[src/rtl/core/qrs_peak_detector_macros.svh]
// Assertion macros shared by the QRS peak detector RTL
`ifndef QRS_PEAK_DETECTOR_MACROS_SVH
`define QRS_PEAK_DETECTOR_MACROS_SVH

// Same-cycle implication, sampled on i_clk, disabled while i_rst_n is low
`define QPD_ASSERT_IMP(lbl, ante, cons) \
    lbl: assert property (@(posedge i_clk) disable iff (!i_rst_n) (ante) |-> (cons)) \
        else $error("qrs_peak_detector: assertion failed");

// Next-cycle implication, sampled on i_clk, disabled while i_rst_n is low
`define QPD_ASSERT_NXT(lbl, ante, cons) \
    lbl: assert property (@(posedge i_clk) disable iff (!i_rst_n) (ante) |=> (cons)) \
        else $error("qrs_peak_detector: assertion failed");

`endif

[src/rtl/core/qrs_pd_pkg.sv]
// Shared types and constants of the QRS peak detector
package qrs_pd_pkg;

    localparam int SAMPLE_W       = 16;
    localparam int WINDOW_DEFAULT = 30;
    localparam int HIST_TAPS      = 4;
    // Output queue depth, power of two
    localparam int OUT_FIFO_DEPTH = 8;

    localparam logic signed [SAMPLE_W-1:0] THR_RESET = 16'sd200;

    typedef logic signed [SAMPLE_W-1:0] t_sample;

    typedef struct packed {
        logic    qrs_detected;
        t_sample integrated_value;
    } t_result;

endpackage

[src/rtl/core/qrs_pd_if.sv]
// Channel interfaces of the QRS peak detector: samples, results, threshold writes
interface qrs_pd_in_if;
    logic                 valid;
    logic                 ready;
    qrs_pd_pkg::t_sample  sample;
    logic                 block_start;

    modport source (output valid, output sample, output block_start, input ready);
    modport sink   (input valid, input sample, input block_start, output ready);
endinterface

interface qrs_pd_out_if;
    logic                 valid;
    logic                 ready;
    logic                 qrs_detected;
    qrs_pd_pkg::t_sample  integrated_value;

    modport source (output valid, output qrs_detected, output integrated_value, input ready);
    modport sink   (input valid, input qrs_detected, input integrated_value, output ready);
endinterface

interface qrs_pd_cfg_if;
    logic                 valid;
    logic                 ready;
    qrs_pd_pkg::t_sample  initial_threshold;

    modport source (output valid, output initial_threshold, input ready);
    modport sink   (input valid, input initial_threshold, output ready);
endinterface

[src/rtl/core/qrs_peak_detector.sv]
// QRS peak detector top level: derivative, square, window average, adaptive threshold.
// A sample's result is presented after the r1, r2, r3, r4 registers and the result queue.
// Throughput: one sample per cycle while the queue has room, paced by the one write and
// one read per cycle of the square-window ring; an 8-entry queue absorbs output stalls.
// Reset (synchronous, active low) clears index, ring pointer, sum and peak, loads the
// threshold with 200; the ring and history hold no reset and need no clearing pass.
`include "qrs_peak_detector_macros.svh"

module qrs_peak_detector #(
    parameter int WINDOW = qrs_pd_pkg::WINDOW_DEFAULT
) (
    input  logic                  i_clk,
    input  logic                  i_rst_n,
    qrs_pd_in_if.sink             i_in,
    qrs_pd_cfg_if.sink            i_cfg,
    qrs_pd_out_if.source          o_out
);

    // ------------------------------------------------------------------
    // Derived sizes
    // ------------------------------------------------------------------
    localparam int SW        = qrs_pd_pkg::SAMPLE_W;
    localparam int IDX_LIMIT = (WINDOW > qrs_pd_pkg::HIST_TAPS) ? WINDOW
                                                                : qrs_pd_pkg::HIST_TAPS;
    localparam int IW        = $clog2(IDX_LIMIT + 1);
    localparam int AW        = (WINDOW > 1) ? $clog2(WINDOW) : 1;
    // Window sum: WINDOW signed 16-bit terms
    localparam int SUMW      = SW + $clog2(WINDOW);
    // Reciprocal for an exact floor(mag / WINDOW), mag < 2**SUMW
    localparam int RSHIFT    = SUMW + $clog2(WINDOW);
    localparam int MW        = SUMW + 2;
    localparam logic [63:0] RECIP64 = ((64'd1 << RSHIFT) + 64'(WINDOW) - 64'd1)
                                      / 64'(WINDOW);
    localparam logic [MW-1:0] RECIP = RECIP64[MW-1:0];
    // product wide enough to hold the quotient field above the shift
    localparam int PW        = RSHIFT + SUMW;
    localparam int DW        = SW + 3;
    localparam int FD        = qrs_pd_pkg::OUT_FIFO_DEPTH;
    localparam int FAW       = $clog2(FD);
    localparam int FCW       = FAW + 1;

    // ------------------------------------------------------------------
    // Configuration: threshold loaded at each block start
    // ------------------------------------------------------------------
    qrs_pd_pkg::t_sample r_init_thr;

    assign i_cfg.ready = 1'b1;

    always_ff @(posedge i_clk) begin
        if (!i_rst_n) begin
            r_init_thr <= qrs_pd_pkg::THR_RESET;
        end else if (i_cfg.valid) begin
            r_init_thr <= i_cfg.initial_threshold;
        end
    end

    // ------------------------------------------------------------------
    // Flow control: every accepted sample holds a queue slot until popped
    // ------------------------------------------------------------------
    logic [FCW-1:0] r_pend;
    logic           s_acc;
    logic           s_pop;

    assign i_in.ready = (r_pend < FCW'(FD));
    assign s_acc      = i_in.valid & i_in.ready;
    assign s_pop      = o_out.valid & o_out.ready;

    always_ff @(posedge i_clk) begin
        if (!i_rst_n) begin
            r_pend <= '0;
        end else begin
            case ({s_acc, s_pop})
                2'b10:   r_pend <= r_pend + FCW'(1);
                2'b01:   r_pend <= r_pend - FCW'(1);
                default: r_pend <= r_pend;
            endcase
        end
    end

    // ------------------------------------------------------------------
    // Stage 0: block bookkeeping, derivative, ring read
    // ------------------------------------------------------------------
    qrs_pd_pkg::t_sample r_hist [qrs_pd_pkg::HIST_TAPS];
    logic [IW-1:0]       r_idx;
    logic [AW-1:0]       r_ring;

    logic [IW-1:0]         s0_idx;
    logic [AW-1:0]         s0_ring;
    logic                  s0_hist_ok;
    logic                  s0_full;
    logic signed [DW-1:0]  s0_t;
    logic signed [DW-1:0]  s0_tadj;
    qrs_pd_pkg::t_sample   s0_deriv;
    logic [IW-1:0]         n_idx;
    logic [AW-1:0]         n_ring;

    always_comb begin
        s0_idx     = i_in.block_start ? '0 : r_idx;
        s0_ring    = i_in.block_start ? '0 : r_ring;
        s0_hist_ok = (s0_idx >= IW'(qrs_pd_pkg::HIST_TAPS));
        s0_full    = (s0_idx >= IW'(WINDOW));
        // 2x[n] + x[n-1] - x[n-3] - 2x[n-4]
        s0_t       = (DW'(i_in.sample) <<< 1) + DW'(r_hist[0]) - DW'(r_hist[2])
                     - (DW'(r_hist[3]) <<< 1);
        // divide by 8 toward zero: bias negatives before the shift
        s0_tadj    = s0_t + (s0_t[DW-1] ? DW'(7) : DW'(0));
        s0_deriv   = s0_hist_ok ? s0_tadj[DW-1:3] : '0;
        n_idx      = (s0_idx < IW'(IDX_LIMIT)) ? s0_idx + IW'(1) : s0_idx;
        n_ring     = (s0_ring == AW'(WINDOW - 1)) ? '0 : s0_ring + AW'(1);
    end

    always_ff @(posedge i_clk) begin
        if (!i_rst_n) begin
            r_idx  <= '0;
            r_ring <= '0;
        end else if (s_acc) begin
            r_idx  <= n_idx;
            r_ring <= n_ring;
        end
    end

    // history taps: shift on every accepted sample, kept across blocks
    always_ff @(posedge i_clk) begin
        if (s_acc) begin
            r_hist[3] <= r_hist[2];
            r_hist[2] <= r_hist[1];
            r_hist[1] <= r_hist[0];
            r_hist[0] <= i_in.sample;
        end
    end

    // ------------------------------------------------------------------
    // Square-window ring memory: one read, one write per cycle
    // ------------------------------------------------------------------
    qrs_pd_pkg::t_sample r_ring_mem [WINDOW];
    qrs_pd_pkg::t_sample r_rd;

    logic                r2_valid;
    logic [AW-1:0]       r2_addr;
    qrs_pd_pkg::t_sample r2_sq;

    always_ff @(posedge i_clk) begin
        r_rd <= r_ring_mem[s0_ring];
    end

    always_ff @(posedge i_clk) begin
        if (r2_valid) begin
            r_ring_mem[r2_addr] <= r2_sq;
        end
    end

    // Stage 0 -> 1 registers
    logic                r1_valid;
    logic                r1_start;
    logic                r1_full;
    logic [AW-1:0]       r1_addr;
    qrs_pd_pkg::t_sample r1_deriv;

    always_ff @(posedge i_clk) begin
        if (!i_rst_n) begin
            r1_valid <= 1'b0;
        end else begin
            r1_valid <= s_acc;
        end
    end

    always_ff @(posedge i_clk) begin
        r1_start <= i_in.block_start;
        r1_full  <= s0_full;
        r1_addr  <= s0_ring;
        r1_deriv <= s0_deriv;
    end

    // ------------------------------------------------------------------
    // Stage 1: square, resolve the outgoing window entry
    // ------------------------------------------------------------------
    logic                rw_valid;
    logic [AW-1:0]       rw_addr;
    qrs_pd_pkg::t_sample rw_sq;

    logic signed [2*SW-1:0] s1_prod;
    qrs_pd_pkg::t_sample    s1_sq;
    qrs_pd_pkg::t_sample    s1_old;

    always_comb begin
        s1_prod = r1_deriv * r1_deriv;
        // keep the low half of the square as a signed value
        s1_sq   = s1_prod[SW-1:0];
        // forward writes that the registered read missed, newest first
        if (r2_valid && (r2_addr == r1_addr)) begin
            s1_old = r2_sq;
        end else if (rw_valid && (rw_addr == r1_addr)) begin
            s1_old = rw_sq;
        end else begin
            s1_old = r_rd;
        end
    end

    logic                r2_start;
    logic                r2_full;
    qrs_pd_pkg::t_sample r2_old;

    always_ff @(posedge i_clk) begin
        if (!i_rst_n) begin
            r2_valid <= 1'b0;
            rw_valid <= 1'b0;
        end else begin
            r2_valid <= r1_valid;
            rw_valid <= r2_valid;
        end
    end

    always_ff @(posedge i_clk) begin
        r2_start <= r1_start;
        r2_full  <= r1_full;
        r2_addr  <= r1_addr;
        r2_sq    <= s1_sq;
        r2_old   <= s1_old;
        // copy of the write taking place this edge
        rw_addr  <= r2_addr;
        rw_sq    <= r2_sq;
    end

    // ------------------------------------------------------------------
    // Stage 2: running window sum
    // ------------------------------------------------------------------
    logic signed [SUMW-1:0] r_sum;
    logic signed [SUMW-1:0] s2_base;
    logic signed [SUMW-1:0] s2_sq_ext;
    logic signed [SUMW-1:0] s2_old_ext;
    logic signed [SUMW-1:0] n_sum;

    always_comb begin
        s2_base    = r2_start ? '0 : r_sum;
        s2_sq_ext  = SUMW'(r2_sq);
        s2_old_ext = r2_full ? SUMW'(r2_old) : '0;
        n_sum      = s2_base + s2_sq_ext - s2_old_ext;
    end

    always_ff @(posedge i_clk) begin
        if (!i_rst_n) begin
            r_sum <= '0;
        end else if (r2_valid) begin
            r_sum <= n_sum;
        end
    end

    logic r3_valid;
    logic r3_start;
    logic r3_full;

    always_ff @(posedge i_clk) begin
        if (!i_rst_n) begin
            r3_valid <= 1'b0;
        end else begin
            r3_valid <= r2_valid;
        end
    end

    always_ff @(posedge i_clk) begin
        r3_start <= r2_start;
        r3_full  <= r2_full;
    end

    // ------------------------------------------------------------------
    // Stage 3: magnitude times reciprocal of WINDOW
    // ------------------------------------------------------------------
    logic [SUMW-1:0] s3_mag;
    logic [PW-1:0]   s3_prod;

    always_comb begin
        s3_mag  = r_sum[SUMW-1] ? SUMW'(-r_sum) : SUMW'(r_sum);
        s3_prod = PW'(s3_mag) * PW'(RECIP);
    end

    logic            r4_valid;
    logic            r4_start;
    logic            r4_full;
    logic            r4_neg;
    logic [SUMW-1:0] r4_q;

    always_ff @(posedge i_clk) begin
        if (!i_rst_n) begin
            r4_valid <= 1'b0;
        end else begin
            r4_valid <= r3_valid;
        end
    end

    always_ff @(posedge i_clk) begin
        r4_start <= r3_start;
        r4_full  <= r3_full;
        r4_neg   <= r_sum[SUMW-1];
        r4_q     <= s3_prod[RSHIFT +: SUMW];
    end

    // ------------------------------------------------------------------
    // Stage 4: sign, adaptive threshold, peak tracking
    // ------------------------------------------------------------------
    qrs_pd_pkg::t_sample r_peak;
    qrs_pd_pkg::t_sample r_thr;

    logic [SUMW-1:0]        s4_qs;
    qrs_pd_pkg::t_sample    s4_integ;
    qrs_pd_pkg::t_sample    s4_peak;
    qrs_pd_pkg::t_sample    s4_thr;
    qrs_pd_pkg::t_sample    n_peak;
    logic                   s4_det;
    logic signed [SW:0]     s4_mid;
    logic signed [SW:0]     s4_mid_adj;
    qrs_pd_pkg::t_sample    n_thr;

    always_comb begin
        s4_qs      = r4_neg ? (~r4_q + SUMW'(1)) : r4_q;
        s4_integ   = r4_full ? s4_qs[SW-1:0] : '0;
        s4_peak    = r4_start ? '0 : r_peak;
        s4_thr     = r4_start ? r_init_thr : r_thr;
        n_peak     = (s4_integ > s4_peak) ? s4_integ : s4_peak;
        s4_det     = (s4_integ > s4_thr);
        // halfway toward the peak, rounded toward zero
        s4_mid     = (SW+1)'(n_peak) + (SW+1)'(s4_thr);
        s4_mid_adj = s4_mid + (s4_mid[SW] ? (SW+1)'(1) : (SW+1)'(0));
        n_thr      = s4_det ? s4_mid_adj[SW:1] : s4_thr;
    end

    always_ff @(posedge i_clk) begin
        if (!i_rst_n) begin
            r_peak <= '0;
            r_thr  <= qrs_pd_pkg::THR_RESET;
        end else if (r4_valid) begin
            r_peak <= n_peak;
            r_thr  <= n_thr;
        end
    end

    // ------------------------------------------------------------------
    // Result queue: decouples the pipeline from output stalls
    // ------------------------------------------------------------------
    qrs_pd_pkg::t_result r_fifo [FD];
    logic [FAW-1:0]      r_wptr;
    logic [FAW-1:0]      r_rptr;
    logic [FCW-1:0]      r_fcnt;

    always_ff @(posedge i_clk) begin
        if (r4_valid) begin
            r_fifo[r_wptr] <= '{qrs_detected: s4_det, integrated_value: s4_integ};
        end
    end

    always_ff @(posedge i_clk) begin
        if (!i_rst_n) begin
            r_wptr <= '0;
            r_rptr <= '0;
            r_fcnt <= '0;
        end else begin
            if (r4_valid) begin
                r_wptr <= r_wptr + FAW'(1);
            end
            if (s_pop) begin
                r_rptr <= r_rptr + FAW'(1);
            end
            case ({r4_valid, s_pop})
                2'b10:   r_fcnt <= r_fcnt + FCW'(1);
                2'b01:   r_fcnt <= r_fcnt - FCW'(1);
                default: r_fcnt <= r_fcnt;
            endcase
        end
    end

    assign o_out.valid            = (r_fcnt != '0);
    assign o_out.qrs_detected     = r_fifo[r_rptr].qrs_detected;
    assign o_out.integrated_value = r_fifo[r_rptr].integrated_value;

    // ------------------------------------------------------------------
    // Assertions
    // ------------------------------------------------------------------
    // queued results never outnumber outstanding transactions
    `QPD_ASSERT_IMP(a_fifo_within_pend, 1'b1, r_fcnt <= r_pend)
    // a finished result always finds a free queue slot
    `QPD_ASSERT_IMP(a_no_fifo_overflow, r4_valid, (r_fcnt != FCW'(FD)) || s_pop)
    // a block start restarts the window sum with this sample's square alone
    `QPD_ASSERT_NXT(a_sum_restart, r2_valid && r2_start, r_sum == $past(s2_sq_ext))
    // block index saturates at its limit
    `QPD_ASSERT_IMP(a_idx_saturates, 1'b1, r_idx <= IW'(IDX_LIMIT))

endmodule
[src/flat_wrapper.sv]
// flat-port wrapper written by rule: the top's interface ports become plain ports
module qrs_peak_detector_flat 
#(
    parameter int WINDOW = qrs_pd_pkg::WINDOW_DEFAULT
)
  (i_clk, i_rst_n, i_in_valid, i_in_sample, i_in_block_start, i_in_ready, i_cfg_valid, i_cfg_initial_threshold, i_cfg_ready, o_out_valid, o_out_qrs_detected, o_out_integrated_value, o_out_ready);
  qrs_pd_in_if i_in_i ();
  qrs_pd_cfg_if i_cfg_i ();
  qrs_pd_out_if o_out_i ();
  input  logic i_clk;
  input  logic i_rst_n;
  input wire logic [$bits(i_in_i.valid)-1:0] i_in_valid;
  input wire logic [$bits(i_in_i.sample)-1:0] i_in_sample;
  input wire logic [$bits(i_in_i.block_start)-1:0] i_in_block_start;
  output wire logic [$bits(i_in_i.ready)-1:0] i_in_ready;
  input wire logic [$bits(i_cfg_i.valid)-1:0] i_cfg_valid;
  input wire logic [$bits(i_cfg_i.initial_threshold)-1:0] i_cfg_initial_threshold;
  output wire logic [$bits(i_cfg_i.ready)-1:0] i_cfg_ready;
  output wire logic [$bits(o_out_i.valid)-1:0] o_out_valid;
  output wire logic [$bits(o_out_i.qrs_detected)-1:0] o_out_qrs_detected;
  output wire logic [$bits(o_out_i.integrated_value)-1:0] o_out_integrated_value;
  input wire logic [$bits(o_out_i.ready)-1:0] o_out_ready;
  assign i_in_i.valid = i_in_valid;
  assign i_in_i.sample = i_in_sample;
  assign i_in_i.block_start = i_in_block_start;
  assign i_in_ready = i_in_i.ready;
  assign i_cfg_i.valid = i_cfg_valid;
  assign i_cfg_i.initial_threshold = i_cfg_initial_threshold;
  assign i_cfg_ready = i_cfg_i.ready;
  assign o_out_valid = o_out_i.valid;
  assign o_out_qrs_detected = o_out_i.qrs_detected;
  assign o_out_integrated_value = o_out_i.integrated_value;
  assign o_out_i.ready = o_out_ready;
  qrs_peak_detector #(.WINDOW(WINDOW)) u_core (.i_clk(i_clk), .i_rst_n(i_rst_n), .i_in(i_in_i), .i_cfg(i_cfg_i), .o_out(o_out_i));
endmodule
[config.mk]
export PLATFORM = sky130hd
export DESIGN_NAME = qrs_peak_detector_flat
export DESIGN_NICKNAME = d
export VERILOG_FILES = /design/src/rtl/core/qrs_pd_pkg.sv /design/src/rtl/core/qrs_pd_if.sv /design/src/rtl/core/qrs_peak_detector.sv /design/src/flat_wrapper.sv
export VERILOG_INCLUDE_DIRS = /design/src /design/src/rtl/core
export SDC_FILE = /design/constraint.sdc
export NUM_CORES = 2
export LEC_CHECK = 0
export BUFFER_PORTS_ARGS = -buffer_cell sky130_fd_sc_hd__buf_2
export CAP_MARGIN = 5
export CORE_UTILIZATION = 58
export CTS_CLUSTER_DIAMETER = 60
export DETAILED_ROUTE_END_ITERATION = 8
export MAX_ROUTING_LAYER = met4
export PLACE_DENSITY_LB_ADDON = 0.15
export SYNTH_ARGS = -nofsm -noshare
export SYNTH_HDL_FRONTEND = slang
export SYNTH_SLANG_ARGS = --single-unit
[constraint.sdc]
create_clock -name i_clk -period 7.9 [get_ports i_clk]
set_clock_uncertainty 0.2 [all_clocks]
set_input_delay 1.58 -clock i_clk [delete_from_list [all_inputs] [get_ports i_clk]]
set_output_delay 1.58 -clock i_clk [all_outputs]
set_load 0.01 [all_outputs]
==> flow_summary.toml <==
[power_and_ir_drop]
power_density_nw_per_um2 = 285
leakagePower_nw = 20.8
vdd_drop_max_mv = 0.215

[route]
ant_nets = 0
post_drt_wl_per_cell_um = 20.2
vias = 28600
drt-total-wl_um = 100000
drc_errors = 0
dr.first_iter.drc_count = 2028
dr.pass1.iters = 5
viasPerCell = 5.75

[floorplan]
core_um2 = 79400
fp.dieArea_um2 = 81800
io_pins = 58
die-width_um = 286
start_util_pct = 58.9
dieHeight_um = 286
rows = 103

[timing]
finalSetupViolations = 0
period_needed_ns = 7.55
timing.hold.ws_ns = 0.125
rsz0062_at_grt = "false"
finalCritPeriodShare_pct = 95.5
drv_slew = 0
hold_viol = 0
worst_pin_slew_ns = 0.979
slew_headroom_pct = 34.7
max_freq_mhz = 133

[setup_path]
crit_path_end_kind = "register"
cp_max_fo = 4
cp_slowest_cell = "or4b_1"
cp_top_family = "adder cells"
r2r-start = "u_core.r_sum[0]$_SDFFE_PN0P_"
critPathLaunchType = "register"
r2r_cells = 29
path_class = "register to register"
cpPeakStageDelay_ns = 0.55
worst-path-buf-inv = 5
critical_path_required_ns = 8.25
worst_r2r_endpoint = "u_core.r4_q[14]$_DFF_P_"
arrival_ns = 7.90
rrSetupSlack_ns = 0.35

[clock_tree]
clock_latency_ns = 0.69
cts_buffers = 93
clock_tree.root_cell = "clkbuf_16"
clockBufferDepth = 3
cts_hold_buf = 0
h-tree-depth = 3
cts_num_sinks = 865
cts_tree = "yes"
clkSlewWorstSetupHoldPaths_ns = 0.06

[cells_and_area]
final_cell_area_um2 = 51800
fill_cells = 5982
area.growth.synth_to_final_pct = 10.8
layout.nets = 4393
drive_gt1_share_pct = 12.7

[logic_synthesis]
synth-seq-area-share_pct = 50.9
synthArstFlopShare_pct = 0
synth_area_um2 = 46800
ys_seq_elements = 865
synthFlopType = "edfxtp_1"
yosys_warnings = 0
syn_nets = 4304
synth_cell_types = 90
synth_edf_count = 650
synth.avg_cell_area_um2 = 12.5
syn_inst = 3749

[global_route]
gr-total-overflow = 0
grt_pass1_vias = 28400
grt_antenna_before_repair = 0
grt_use_total_pct = 25.6
grt_pass1_wl_um = 158000
grt_max_degree = 80

[min_path]
holdCritStartpoint = "u_core.r3_start$_DFF_P_"
min_to = "u_core.r4_start$_DFF_P_"
hold_path_class = "register to register"
min_path_cells = 0

[placement]
portBuffers = 56
dp_hpwl_um = 68100
place_congestion = 0.901
placed_area_um2 = 48500

[outcome]
status = "finished clean"

[job]
drv_cap = 0
[placed cells by master, fill, tap and decap left out, drive strengths merged, types with 17 or more instances in the layout]
cell type / count
fa: 182
nand3: 27
clkinv: 46
o22ai: 18
mux2: 76
o221ai: 17
edfxtp: 650
a21o: 30
xor2: 54
a21oi: 157
mux2i: 155
o21a: 18
ha: 335
dfxtp: 215
nand2: 189
o21ai: 126
nor2b: 87
nor2: 173
nand2b: 43
or3: 18
nor3: 40
mux4: 49
nand4: 18
inv: 391
and2: 69
clkbuf: 108
xnor2: 106
a211oi: 93
a221oi: 18
buf: 148
[layout make-up]
type                            instances  area [um2]  share of cell area, %
Multi-Input combinational cell       2348       21100                   40.7
Clock inverter                         68         708                   1.37
Timing Repair Buffer                  148         983                   1.90
Inverter                              382        1440                   2.78
Clock buffer                          108        2450                   4.72
Antenna cell                            1        2.50                0.00483
Tap cell                             1050        1310                   2.54
Sequential cell                       865       23800                   46.0
[metal layers]
layer	track usage (%)	vias up	share of wire, %
met5	-	-	0
met4	6.12	0	1.9
met3	3.46	113	5.7
met2	40.4	722	47
met1	35.4	14000	45
li1	-	13700	-
[power by group]
group          switching, mW  internal, mW
clock network           1.87          2.50
logic                   2.91          2.19
registers              0.167          5.10
total                   4.95          9.79
[worst reg2reg max path, delay by kind of cell (launching register included)]
family / cells / cell delay [ns]
AO/OA/AOI/OAI: 7 / 1.14
AND/OR/NAND/NOR: 7 / 1.95
flip-flops: 1 / 0.31
XOR/XNOR: 1 / 0.13
buffers and inverters: 5 / 0.43
adder cells (fa/ha/maj): 9 / 3.31
[cell usage after synthesis (all sizes together) (17+ instances only)]
master  instances  area [um2]
nand2         189         709
mux2i         155        1550
xor2           54         473
edfxtp        650       19500
nand4          18         113
o21ai         126         631
buf            32         129
xnor2         106         928
a21o           30         225
nor2b          87         544
or3            18         123
inv           380        1430
nand2b         43         269
a211oi         93         698
o22ai          18         113
and2           69         434
mux2           76         860
nor3           40         200
clkbuf        122         459
nand3          27         135
dfxtp         215        4300
mux4           49        1100
ha            335        4190
o221ai         17         149
a221oi         18         158
fa            182        3640
nor2          173         649
o21a           18         135
a21oi         157         790
[cells by family after synthesis]
logic type,after synthesis,share of synthesized area [%]
buffers and inverters,536,4.32
DFF,865,50.9
and+or+nand+nor,737,7.99
muxes,280,7.52
adders and majority gates,517,16.8
AOI/OAI and AO/OA,653,9.47
other,1,0.00802
xor gates and xnor gates,160,3.00
[through the flow]
| step | utilization, % | TNS [ns] | setup WS [ns] | power (mW) | instances |
|---|---|---|---|---|---|
| 4_1_cts | 65.1 | 0 | 0.00345 | 14.7 | 4967 |
| 3_3_place_gp | 61.1 | 0 | 0.0956 | 10.2 | 4791 |
| 2_1_floorplan | - | 0 | 0.302 | 9.11 | 3749 |
| 3_5_place_dp | 61.1 | -0.0641 | -0.0641 | 10.3 | 4791 |
| 6_report | 65.3 | 0 | 0.353 | 14.7 | 4970 |
| 5_1_grt | 65.3 | 0 | 0.0275 | 15.7 | 4969 |
[worst max-delay path by stage]
stage / start / to / slack (ns) / cells after the start
after CTS: u_core.r_sum[0]$_SDFFE_PN0P_ / u_core.r4_q[15]$_DFF_P_ / 0.003 / 27
after global routing: u_core.r_sum[0]$_SDFFE_PN0P_ / u_core.r4_q[14]$_DFF_P_ / 0.03 / 29
after detailed placement: u_core.r_sum[0]$_SDFFE_PN0P_ / u_core.r4_q[15]$_DFF_P_ / -0.06 / 27
after global placement: u_core.r_sum[0]$_SDFFE_PN0P_ / u_core.r4_q[15]$_DFF_P_ / 0.1 / 27
after floorplan: u_core.r_sum[0]$_SDFFE_PN0P_ / u_core.r4_q[15]$_DFF_P_ / 0.30 / 27
final: u_core.r_sum[0]$_SDFFE_PN0P_ / u_core.r4_q[14]$_DFF_P_ / 0.35 / 29
[repair_timing]
item / CTS / global route
gates resized for setup: 2 / 22
buffers inserted: 0 / 2
pin swaps: 0 / 3
setup endpoints to repair: 1 / 14
[state kept, by name, indices dropped and copies added (netlist names), 16 cells and up, named ones only]
name and flops:
u_core.r_ring_mem 450, u_core.r_thr 16, u_core.r_peak 16, u_core.r4_q 16
u_core.r_fifo 136, u_core.r_init_thr 16, u_core.r_hist 64, u_core.r_sum 21
Note: power is estimated with default switching activity, not from simulation.
